$ cat src/design/nsm_closure.sv
// ----------------------------------------------------------------------------
// nsm_closure: epsilon table and iterative closure engine
// Holds one epsilon row per state and expands a seed set one pending state
// per cycle until no new state appears.
// ----------------------------------------------------------------------------
module nsm_closure #(
    parameter int NUM_STATES = 16,
    parameter int IDX_W      = $clog2(NUM_STATES)
) (
    input  logic                  clk,
    input  logic                  rst_n,
    input  logic                  eps_we,
    input  logic [IDX_W-1:0]      eps_idx,
    input  logic [NUM_STATES-1:0] eps_row,
    input  logic                  start,
    input  logic [NUM_STATES-1:0] seed,
    output logic                  done,
    output logic [NUM_STATES-1:0] result
);

    logic [NUM_STATES-1:0] eps_reg [NUM_STATES];
    logic [NUM_STATES-1:0] set_reg;
    logic [NUM_STATES-1:0] set_next;
    logic [NUM_STATES-1:0] pend_reg;
    logic [NUM_STATES-1:0] pend_next;
    logic                  busy_reg;
    logic                  busy_next;
    logic [NUM_STATES-1:0] low_bit;
    logic [NUM_STATES-1:0] row_sel;

    // epsilon rows, cleared at reset
    always_ff @(posedge clk or negedge rst_n)
    begin
        if (!rst_n)
        begin
            for (int i = 0; i < NUM_STATES; i++)
            begin
                eps_reg[i] <= '0;
            end
        end
        else if (eps_we)
        begin
            eps_reg[eps_idx] <= eps_row;
        end
    end

    // pick the lowest pending state and fetch its row
    always_comb
    begin
        low_bit = pend_reg & (~pend_reg + 1'b1);
        row_sel = '0;
        for (int j = 0; j < NUM_STATES; j++)
        begin
            if (low_bit[j])
            begin
                row_sel = row_sel | eps_reg[j];
            end
        end
    end

    assign done   = busy_reg && (pend_reg == '0);
    assign result = set_reg;

    // one expansion step per cycle
    always_comb
    begin
        set_next  = set_reg;
        pend_next = pend_reg;
        busy_next = busy_reg;
        if (start)
        begin
            set_next  = seed;
            pend_next = seed;
            busy_next = 1'b1;
        end
        else if (done)
        begin
            busy_next = 1'b0;
        end
        else if (busy_reg)
        begin
            set_next  = set_reg | row_sel;
            pend_next = (pend_reg & ~low_bit) | (row_sel & ~set_reg);
        end
    end

    always_ff @(posedge clk or negedge rst_n)
    begin
        if (!rst_n)
        begin
            busy_reg <= 1'b0;
        end
        else
        begin
            busy_reg <= busy_next;
        end
    end

    always_ff @(posedge clk)
    begin
        set_reg  <= set_next;
        pend_reg <= pend_next;
    end

endmodule

$ cat config.mk
export PLATFORM = sky130hd
export DESIGN_NAME = nsm_closure
export DESIGN_NICKNAME = d
export VERILOG_FILES = /design/src/design/nsm_closure.sv
export SDC_FILE = /design/constraint.sdc
export NUM_CORES = 1
export LEC_CHECK = 0
export ABC_AREA = 1
export BUFFER_PORTS_ARGS = -buffer_cell sky130_fd_sc_hd__buf_4
export CAP_MARGIN = 15
export CORE_UTILIZATION = 28
export CTS_CLUSTER_DIAMETER = 40
export DETAILED_ROUTE_END_ITERATION = 12
export GPL_TIMING_DRIVEN = 0
export PLACE_DENSITY = 0.51
export SYNTH_ARGS = -nofsm -noshare
export SYNTH_HDL_FRONTEND = slang
export SYNTH_SLANG_ARGS = --single-unit
$ cat constraint.sdc
create_clock -name clk -period 11.9 [get_ports clk]
set_clock_uncertainty 0.1 [all_clocks]
set_input_delay 2.38 -clock clk [delete_from_list [all_inputs] [get_ports clk]]
set_output_delay 2.38 -clock clk [all_outputs]
set_load 0.005 [all_outputs]
After elaboration in Yosys (flattened, before gate mapping)

Index checks and enable logic that the tools add are counted.

Bits of input ports: 40
RAM bits: 0
Output and inout port bits: 17
Memories kept: 0
ROM bits: 0
Bits in latches: 0
Word-level logic and storage cells: 80
Bits in registers: 289

Bitwise gates (word level): 24
Divide/modulo/power cells: 0
Shift-type cells: 0
Multiplexer cells: 27
Equality and inequality tests: 1
$lt $le $gt $ge: 2
Reductions and logical operators: 6
Multipliers: 0
Add/subtract/negate cells: 1

Operator list:

| kind                                                     | number |
|---|---|
| two-way mux 16 bit                                       | 23 |
| bitwise OR 16 bit                                        | 17 |
| bitwise mux 256 bit                                      | 1 |
| demux 16 bit (select 4 bit)                              | 1 |
| AND 16 bit                                               | 3 |
| inverter 16 bit                                          | 3 |
| adder 16 x 1 -> 16 bit, second input constant            | 1 |
| zero test 16 bit                                         | 1 |
| greater-or-equal comparator 5 bit, second input constant | 1 |
| < comparator 5 x 1 -> 1 bit, second input constant       | 1 |
| inverter 4 -> 5 bit                                      | 1 |
| nonzero test 2 bit                                       | 2 |
| logical AND 1 bit                                        | 2 |
| two-way mux 1 bit                                        | 2 |
| != test 2 bit, second input constant                     | 1 |
| AND reduction 2 bit                                      | 1 |

Logic depth before layout (Yosys ltp)

Gate-level depths: netlist of run 1.

Word-level depth: 39
Gate-level depth with buffers: 15
Gate-level depth less buffers: 13

Least setup slack after synthesis of run 1

No wires, ideal clock.

Path kind: input-to-reg
From: in start
To: reg pend_reg[0], enable pin
Data arrival time: 3,807 ps
Stages: 4
Data required time: 11,142 ps
Buffers on the path: 2
Library setup time: 658 ps
Slack: 7,335 ps
Cells stage by stage: buf_2 > inv_1 > buf_2 > o21ai_0

Word-level cells in the longest chain between the ends: 2
Elaborated cells between the ends (all ways): 3
Classes of those cells: eq/ne: 1; reduce/logical: 2

Ends and longest elaborated chain:

| what                                                          | line | source |
|---|---|---|
| start: declaration                                            | 15   | `input logic start,` |
| != test 2 bit (no line) or nonzero test 2 bit (tied branches) | -    |  |
| AND reduction 2 bit (no line) *                               | -    |  |
| end signal: assignment                                        | 102  | `pend_reg <= pend_next;` |
| end: declaration                                              | 24   | `logic [NUM_STATES-1:0] pend_reg;` |

Mark *: on every way between the ends. The rest lies on a longest branch, timed or not.
A chain may end at the register's enable or synchronous reset.

Worst setup path after layout of run 1

From: reg pend_reg[4]
To: out done

Word-level cells in the longest chain between the ends: 2

Ends and longest elaborated chain:

| what              | line | source |
|---|---|---|
| zero test 16 bit  | 61   | `assign done = busy_reg && (pend_reg == '0);` |
| logical AND 1 bit | 61   |  |
| end: declaration  | 17   | `output logic done,` |

Every way passes these cells.

==> results.json, run 1 <==
{
  "num_antenna_cells": 0,
  "synth.most_common_cell": "nand2_1",
  "synth_edf_count": 32,
  "grt_max_degree": 120,
  "ys_seq_area_share_pct": 54.3,
  "worstPathCellList": "nor2_4 -> inv_2 -> nor2_1 -> nand3_1 -> nor2_1 -> buf_4",
  "postLayoutCellArea_mm2": 0.0168,
  "reg2regPathDepth": 11,
  "io_buffers": 54,
  "layout-drive-gt1-share_pct": 11.5,
  "clk_latency_ns": 0.60,
  "cts_resized": 0,
  "power_density_mw_per_mm2": 207,
  "synth_nets": 1722,
  "yosysWarnings": 0,
  "ys_ff_latch": 289,
  "core_area_mm2": 0.0478,
  "vdd_drop_max_v": 0.000102,
  "ios": 57,
  "finalNonFillerCells": 2452,
  "dr.first_iter.drc_count": 1314,
  "path_buf_inv": 2,
  "num_vias": 12300,
  "grt_pass1_vias": 11600,
  "critPathSlowestCell": "edfxtp_1",
  "via_per_inst": 5.02,
  "power_switching_mw": 1.06,
  "avgRoutedWirePerCell_um": 20.8,
  "max_freq_ghz": 0.207,
  "async_reset_ff_share_pct": 88.9,
  "rr_startpoint": "pend_reg[2]",
  "min_to": "eps_reg[255]",
  "path_class": "flip-flop to output port",
  "grt_pass1_wl_mm": 75.4,
  "min_period_ns": 4.83,
  "swShare_pct": 30.4,
  "dieArea_mm2": 0.0495,
  "hold_path.startpoint": "eps_reg[255]",
  "h-tree-depth": 2,
  "clkPwrFrac_pct": 45.5,
  "final_max_slew_viol_count": 0,
  "cp-start-kind": "flip-flop",
  "drc": 0,
  "cts.sinks": 289,
  "synth_top_cell_by_area": "dfrtp_1",
  "slowest_delay_ns": 0.58,
  "antenna_found_initial": 1,
  "critPathArrivalTime_ns": 2.35,
  "seqPwrFrac_pct": 38.3,
  "place_congestion": 0.904,
  "r2r_setup_slack_ns": 8.94,
  "hold_path_class": "flip-flop to flip-flop",
  "grt_setup_unrepaired": "false",
  "largest_reg_flops": 256,
  "grtUsageTotal_pct": 20.6,
  "core.rowCount": 80,
  "cts_tree": "done",
  "fp.dieW_um": 222,
  "holdBufCountCts": 0,
  "slew-limit-headroom_pct": 32.9,
  "fin_ws_ns": 7.07,
  "cts_made_buffers": 53,
  "preCtsSetupSlack_ns": 7.52,
  "synth_cell_type_count": 25,
  "worst_pin_slew_ns": 1.01,
  "synth_ff_type": "dfrtp_1",
  "finalWirelength_mm": 51.0,
  "die_height_um": 222,
  "final_nets": 1834,
  "post-route-period-util_pct": 40.6,
  "postPlaceCellArea_mm2": 0.0149,
  "crit_required_ns": 9.42,
  "area_growth_pct": 23.1,
  "synth.top_cells.by_area": "dfrtp_1, nand2_1, o21ai_0",
  "synth_area_mm2": 0.0136,
  "setup_viol_count_final": 0,
  "syn_inst": 1682,
  "synth_area_per_cell_um2": 8.09,
  "dp_hpwl_mm": 36.5,
  "clk_pin_slew_ns": 0.05,
  "min_path_cells": 2,
  "crit_fanout": 4,
  "ant_nets": 0,
  "cts_root_buf": "clkbuf_16",
  "grt.overflow.total": 0,
  "status": "complete, no violations",
  "synth_top_area_share_pct": 47.3,
  "setup_tns_ns": 0,
  "first_pass_iters": 8,
  "crit_top_cell": "nor2_1",
  "crit_family": "simple AND/OR/NAND/NOR gates",
  "cts_setup_buffers": 0,
  "cts_buffer_depth": 3,
  "p_leak_nw": 7.85,
  "initial_core_util_pct": 28.4,
  "pwr-share-comb_pct": 16.3,
  "worstSetupEndpointType": "output port",
  "place_inst": 2354,
  "synth_common_cells": "nand2_1, dfrtp_1, nor2_1, o21ai_0, inv_1",
  "hold_viol": 0,
  "maxCapViolations": 0,
  "rr_endpoint": "result[5]",
  "p_int_mw": 2.42
}
[worst reg2reg max path: cells and delay by family (launching register included)]
family | cells | cell delay (ns)
buffers and inverters | 3 | 0.50
flip-flops | 1 | 0.33
AND/OR/NAND/NOR | 7 | 1.57
AO/OA/AOI/OAI | 1 | 0.18
[final cells by class]
type                            count  area (µm²)
Buffer                            117         518
Tap cell                          615         769
Clock buffer                       63        1410
Fill cell                        4995       31100
Multi-Input combinational cell   1152        5250
Sequential cell                   289        7390
Clock inverter                     35         467
Timing Repair Buffer               57         495
Inverter                          124         465
[power groups by stage]
stage	Sequential (mW)	Clock, mW	Combinational [mW]
after floorplan	1.31	0	0.344
after global placement	1.34	0	0.544
after detailed placement	1.34	0	0.559
after CTS	1.33	1.60	0.561
after global routing	1.35	1.64	0.630
final	1.33	1.58	0.565
[worst max path at each step]
| stage | from | end | slack [ns] | depth (start not counted) |
|---|---|---|---|---|
| detailed placement | eps_we | eps_reg[169] | 7.52 | 6 |
| finish | pend_reg[4] | done | 7.07 | 6 |
| global route | pend_reg[4] | done | 6.93 | 6 |
| CTS | pend_reg[4] | done | 7.01 | 6 |
| global placement | start | pend_reg[2] | 5.53 | 4 |
| floorplan | start | pend_reg[0] | 7.33 | 4 |
[layer usage]
| layer | part of all wire [%] | routed length (µm) | track usage [%] | vias up |
|---|---|---|---|---|
| li1 | - | - | - | 5756 |
| met1 | 46 | 23500 | 30.1 | 5973 |
| met2 | 43 | 21700 | 29.8 | 501 |
| met3 | 8.4 | 4280 | 4.55 | 87 |
| met4 | 3.0 | 1550 | 7.21 | 2 |
| met5 | 0.014 | 7 | 0 | - |
[cell families (layout without fill, tap and decap cells)]
family | Yosys count | count (layout) | synth area share (%)
simple gates | 869 | 869 | 28.1
compound gates | 283 | 283 | 10.4
buf+inv | 241 | 396 | 7.23
flops | 289 | 289 | 54.3
[per-stage QoR]
step | utilization [%] | hold WS (ns) | power (mW)
floorplan | - | 0.353 | 1.65
global placement | 30.9 | 0.367 | 1.88
detailed placement | 31.1 | 0.373 | 1.90
CTS | 35.0 | 0.385 | 3.49
global route | 35.0 | 0.401 | 3.63
finish | 35.0 | 0.381 | 3.47
[cell usage in the layout (no fill, tap or decap), types with 4 or more instances in the layout]
cell type	instances
nand4_1	97
inv_6	4
o21ai_0	198
edfxtp_1	32
a21oi_1	80
clkinv_2	8
buf_1	4
inv_1	119
clkbuf_1	78
clkbuf_16	54
nand3_1	107
buf_4	61
nand2_1	422
o21ai_1	4
bufinv_16	8
buf_2	33
nor2_1	207
clkinv_4	5
clkinvlp_4	5
inv_2	5
nor2_4	7
nor3_1	18
dfrtp_1	257
No activity file was read; power rests on OpenSTA's default activity.
==> run 2, diff against run 1 <==
Settings changed: PLACE_DENSITY 0.51 to 0.53.
Clock period 11.9 ns to 4.3 ns, I/O delays scaled along.
==> results.json, run 2 (synthesized netlist as in run 1, its figures left out) <==
{
  "status": "complete, no violations",
  "io_buffers": 54,
  "grt.overflow.total": 0,
  "cts.sinks": 289,
  "grt_setup_unrepaired": "false",
  "fp.dieW_um": 222,
  "core.rowCount": 80,
  "seqCellArea_mm2": 0.00739,
  "multi_input_area_mm2": 0.00525,
  "core_area_mm2": 0.0478,
  "critPathArrivalTime_ns": 2.37,
  "initial_core_util_pct": 28.4,
  "final_nets": 1830,
  "num_vias": 12400,
  "slew-limit-headroom_pct": 22.2,
  "cts_resized": 0,
  "dp_hpwl_mm": 38.0,
  "h-tree-depth": 2,
  "cts_root_buf": "clkbuf_16",
  "largest_reg_flops": 256,
  "maxCapViolations": 0,
  "grt_pass1_vias": 11800,
  "holdBufCountCts": 0,
  "via_per_inst": 5.08,
  "grtUsageMet3_pct": 4.56,
  "setup_viol_count_final": 0,
  "path_class": "flip-flop to output port",
  "max_freq_ghz": 0.300,
  "clk_latency_ns": 0.59,
  "power_density_mw_per_mm2": 551,
  "busiest_layer": "met2",
  "use_met1_pct": 30.5,
  "num_antenna_cells": 0,
  "place_congestion": 0.946,
  "die_height_um": 222,
  "grt_pass1_wl_mm": 77.7,
  "cts_buffer_depth": 3,
  "antenna_found_initial": 1,
  "grtUsageTotal_pct": 21.4,
  "dieArea_mm2": 0.0495,
  "avgRoutedWirePerCell_um": 21.5,
  "p_leak_nw": 7.74,
  "cts_made_buffers": 48,
  "clk_pin_slew_ns": 0.06,
  "use_met2_pct": 31.0,
  "drc": 0,
  "crit_required_ns": 3.34,
  "first_pass_iters": 6,
  "worstSetupEndpointType": "output port",
  "ant_nets": 0,
  "area_growth_pct": 21.4,
  "grt_max_degree": 119,
  "hold_slack_ns": 0.0295,
  "vdd_drop_max_v": 0.000277,
  "cp-start-kind": "flip-flop",
  "crit_fanout": 4,
  "ios": 57,
  "hold_viol": 0,
  "finalWirelength_mm": 52.5,
  "min_period_ns": 3.33,
  "layout_common_cells": "nand2_1, dfrtp_1, nor2_1",
  "finalNonFillerCells": 2445,
  "cts_tree": "done",
  "place_inst": 2354,
  "cts_setup_buffers": 0,
  "final_common_cell": "nand2_1",
  "final_max_slew_viol_count": 0,
  "fill_cells": 5056,
  "post-route-period-util_pct": 77.4,
  "worst_pin_slew_ns": 1.17,
  "layout-drive-gt1-share_pct": 11.1,
  "hold_path_class": "primary input to async pin",
  "dr.first_iter.drc_count": 1206
}
==> run 2: worst max-delay path, stage by stage, from the launching register on <==
cell,delay [ns]
edfxtp_1,0.55
nor2_4,0.30
inv_2,0.10
nor2_1,0.18
nand3_1,0.14
nor2_1,0.33
buf_4,0.18
==> run 2: worst paths after layout <==
kind                              start           end  slack [ns]  cells past startpoint
setup / recovery            pend_reg[4]          done        0.97                      6
hold / removal                    rst_n  eps_reg[175]        0.03                      1
setup reg to reg            pend_reg[6]     result[9]        1.35                     12
hold reg to reg            eps_reg[115]  eps_reg[115]        0.38                      2
max in group asynchronous         rst_n   eps_reg[75]        3.15                      2
min in group clk           eps_reg[115]  eps_reg[115]        0.38                      2
==> run 2: per-layer routing <==
metal	share of wire [%]	vias up
met5	0	-
met4	4.6	0
met1	46	6097
met3	7.3	104
li1	-	5742
met2	42	471
==> run 2: layout make-up <==
cell class / count / share of cell area [%]
buffer: 117 / 3.14
clock inverter: 30 / 1.94
multi-input combinational: 1152 / 31.8
tap: 615 / 4.66
clock buffer: 60 / 7.85
timing repair buffer: 58 / 3.09
sequential: 289 / 44.7
inverter: 124 / 2.82
==> run 2: metrics by stage <==
stage / power [mW] / worst slack [ns] / util (%) / setup TNS, ns / instance area (µm²)
floorplan: 4.58 / 0.499 / - / 0 / 13600
global placement: 5.22 / -1.73 / 30.9 / -54.88 / 14800
detailed placement: 5.27 / 1.44 / 31.1 / 0 / 14900
CTS: 9.13 / 0.975 / 34.5 / 0 / 16500
global route: 9.52 / 0.828 / 34.5 / 0 / 16500
finish: 9.10 / 0.971 / 34.5 / 0 / 16500
==> run 2: power by group <==
part | switching, mW | internal (mW)
registers | 0.315 | 3.36
logic | 1.08 | 0.490
clock network | 1.49 | 2.36
total | 2.89 | 6.21
==> run 3, diff against run 2 <==
Clock period 4.3 ns to 3.05 ns, I/O delays scaled along.
==> results.json, run 3 (synthesized netlist as in run 1, its figures left out) <==
{
  "finalNonFillerCells": 2452,
  "critPathArrivalTime_ns": 2.23,
  "cp-start-kind": "flip-flop",
  "layout-drive-gt1-share_pct": 12.0,
  "grt_pass1_vias": 11700,
  "num_antenna_cells": 0,
  "core.rowCount": 80,
  "io_buffers": 54,
  "cts_made_buffers": 51,
  "grt_pass1_wl_mm": 76.1,
  "grtUsageTotal_pct": 20.7,
  "r2r_setup_slack_ns": 0.12,
  "crit_path_end": "done",
  "final_nets": 1836,
  "slew-limit-headroom_pct": 31.0,
  "status": "complete, no violations",
  "cts.sinks": 289,
  "clk_pin_slew_ns": 0.05,
  "clk_latency_ns": 0.57,
  "crit_fanout": 5,
  "grt_max_degree": 117,
  "place_inst": 2354,
  "cp-startpoint": "pend_reg[6]",
  "dr.first_iter.drc_count": 1267,
  "avgRoutedWirePerCell_um": 20.7,
  "ant_nets": 0,
  "crit_required_ns": 2.34,
  "num_vias": 12400,
  "rr_startpoint": "pend_reg[2]",
  "initial_core_util_pct": 28.4,
  "max_freq_ghz": 0.340,
  "die_height_um": 222,
  "vdd_drop_max_v": 0.000389,
  "reg2regPathDepth": 11,
  "core_area_mm2": 0.0478,
  "power_density_mw_per_mm2": 805,
  "antenna_found_initial": 2,
  "min_period_ns": 2.94,
  "post-route-period-util_pct": 96.3,
  "grt.overflow.total": 0,
  "final_max_slew_viol_count": 0,
  "setup_viol_count_final": 0,
  "final_common_cell": "nand2_1",
  "worst_pin_slew_ns": 1.03,
  "dieArea_mm2": 0.0495,
  "setup_tns_ns": 0,
  "fp.dieW_um": 222,
  "maxCapViolations": 0,
  "h-tree-depth": 2,
  "place_congestion": 0.873,
  "cts_buffer_depth": 3,
  "p_leak_nw": 7.89,
  "area_growth_pct": 23.3,
  "dp_hpwl_mm": 36.3,
  "hold_viol": 0,
  "via_per_inst": 5.05,
  "path_class": "flip-flop to output port",
  "worstSetupEndpointType": "output port",
  "layout_common_cells": "nand2_1, dfrtp_1, nor2_1",
  "ios": 57,
  "finalWirelength_mm": 50.7,
  "drc": 0,
  "cts_root_buf": "clkbuf_16",
  "grt_setup_unrepaired": "false",
  "hold_path_class": "primary input to flip-flop",
  "first_pass_iters": 5,
  "cts_tree": "done",
  "largest_reg_flops": 256,
  "rr_endpoint": "result[5]"
}
==> run 3: how the worst min path moves through the flow <==
| stage | start | slack [ns] | depth (start not counted) | end |
|---|---|---|---|---|
| final | eps_row[2] | 0.20 | 3 | eps_reg[18] |
| after global routing | eps_row[2] | 0.21 | 3 | eps_reg[18] |
| after CTS | eps_row[2] | 0.17 | 3 | eps_reg[18] |
| after detailed placement | eps_reg[247] | 0.37 | 2 | eps_reg[247] |
| after global placement | eps_reg[254] | 0.37 | 2 | eps_reg[254] |
| after floorplan | rst_n | 0.21 | 0 | busy_reg |
==> run 3: cell type report <==
cell class / instances / area (µm²)
fill: 4993 / 31100
sequential: 289 / 7390
multi-input combinational: 1152 / 5250
clock buffer: 64 / 1480
tap: 615 / 769
timing repair buffer: 61 / 528
buffer: 117 / 518
inverter: 124 / 465
clock inverter: 30 / 382
==> run 3: through the flow <==
step / instance area (µm²) / power (mW) / setup slack [ns] / utilization, % / hold slack, ns
floorplan: 13600 / 6.45 / 0.117 / - / 0.214
global placement: 14800 / 7.33 / -1.52 / 30.9 / 0.365
detailed placement: 14900 / 7.40 / 0.203 / 31.1 / 0.373
CTS: 16800 / 13.6 / 0.0784 / 35.0 / 0.175
global route: 16800 / 14.1 / 0.00168 / 35.1 / 0.212
finish: 16800 / 13.5 / 0.113 / 35.1 / 0.202
==> run 3: timing repair <==
| action | CTS | global route |
|---|---|---|
| setup endpoints to repair | 1 | 1 |
| resized for setup | 1 | 0 |
| hold endpoints to repair | 31 | 0 |
| hold buffers | 1 | 0 |
| buffers inserted | 1 | 2 |
==> run 3: worst max-delay path: stages, from the launching register on <==
cell	delay [ns]
edfxtp_1	0.57
nor2_1	0.27
nand2_1	0.08
nor2_1	0.17
nand3_1	0.18
nor2_2	0.24
buf_4	0.15
==> run 3: report_power, final <==
part / leakage [nW] / total (mW) / internal, mW / switching, mW
clock network: 0.918 / 6.12 / 4.10 / 2.02
registers: 3.47 / 5.18 / 4.74 / 0.438
logic: 3.50 / 2.21 / 0.698 / 1.52
==> run 3: metal layers <==
metal	wire length, µm	share of wire, %	vias up	global-route usage, %
met5	0	0	-	0
met4	1730	3.4	0	7.79
met3	3940	7.8	93	3.54
met2	21300	42	526	29.6
met1	23700	47	6019	30.8
li1	-	-	5756	-
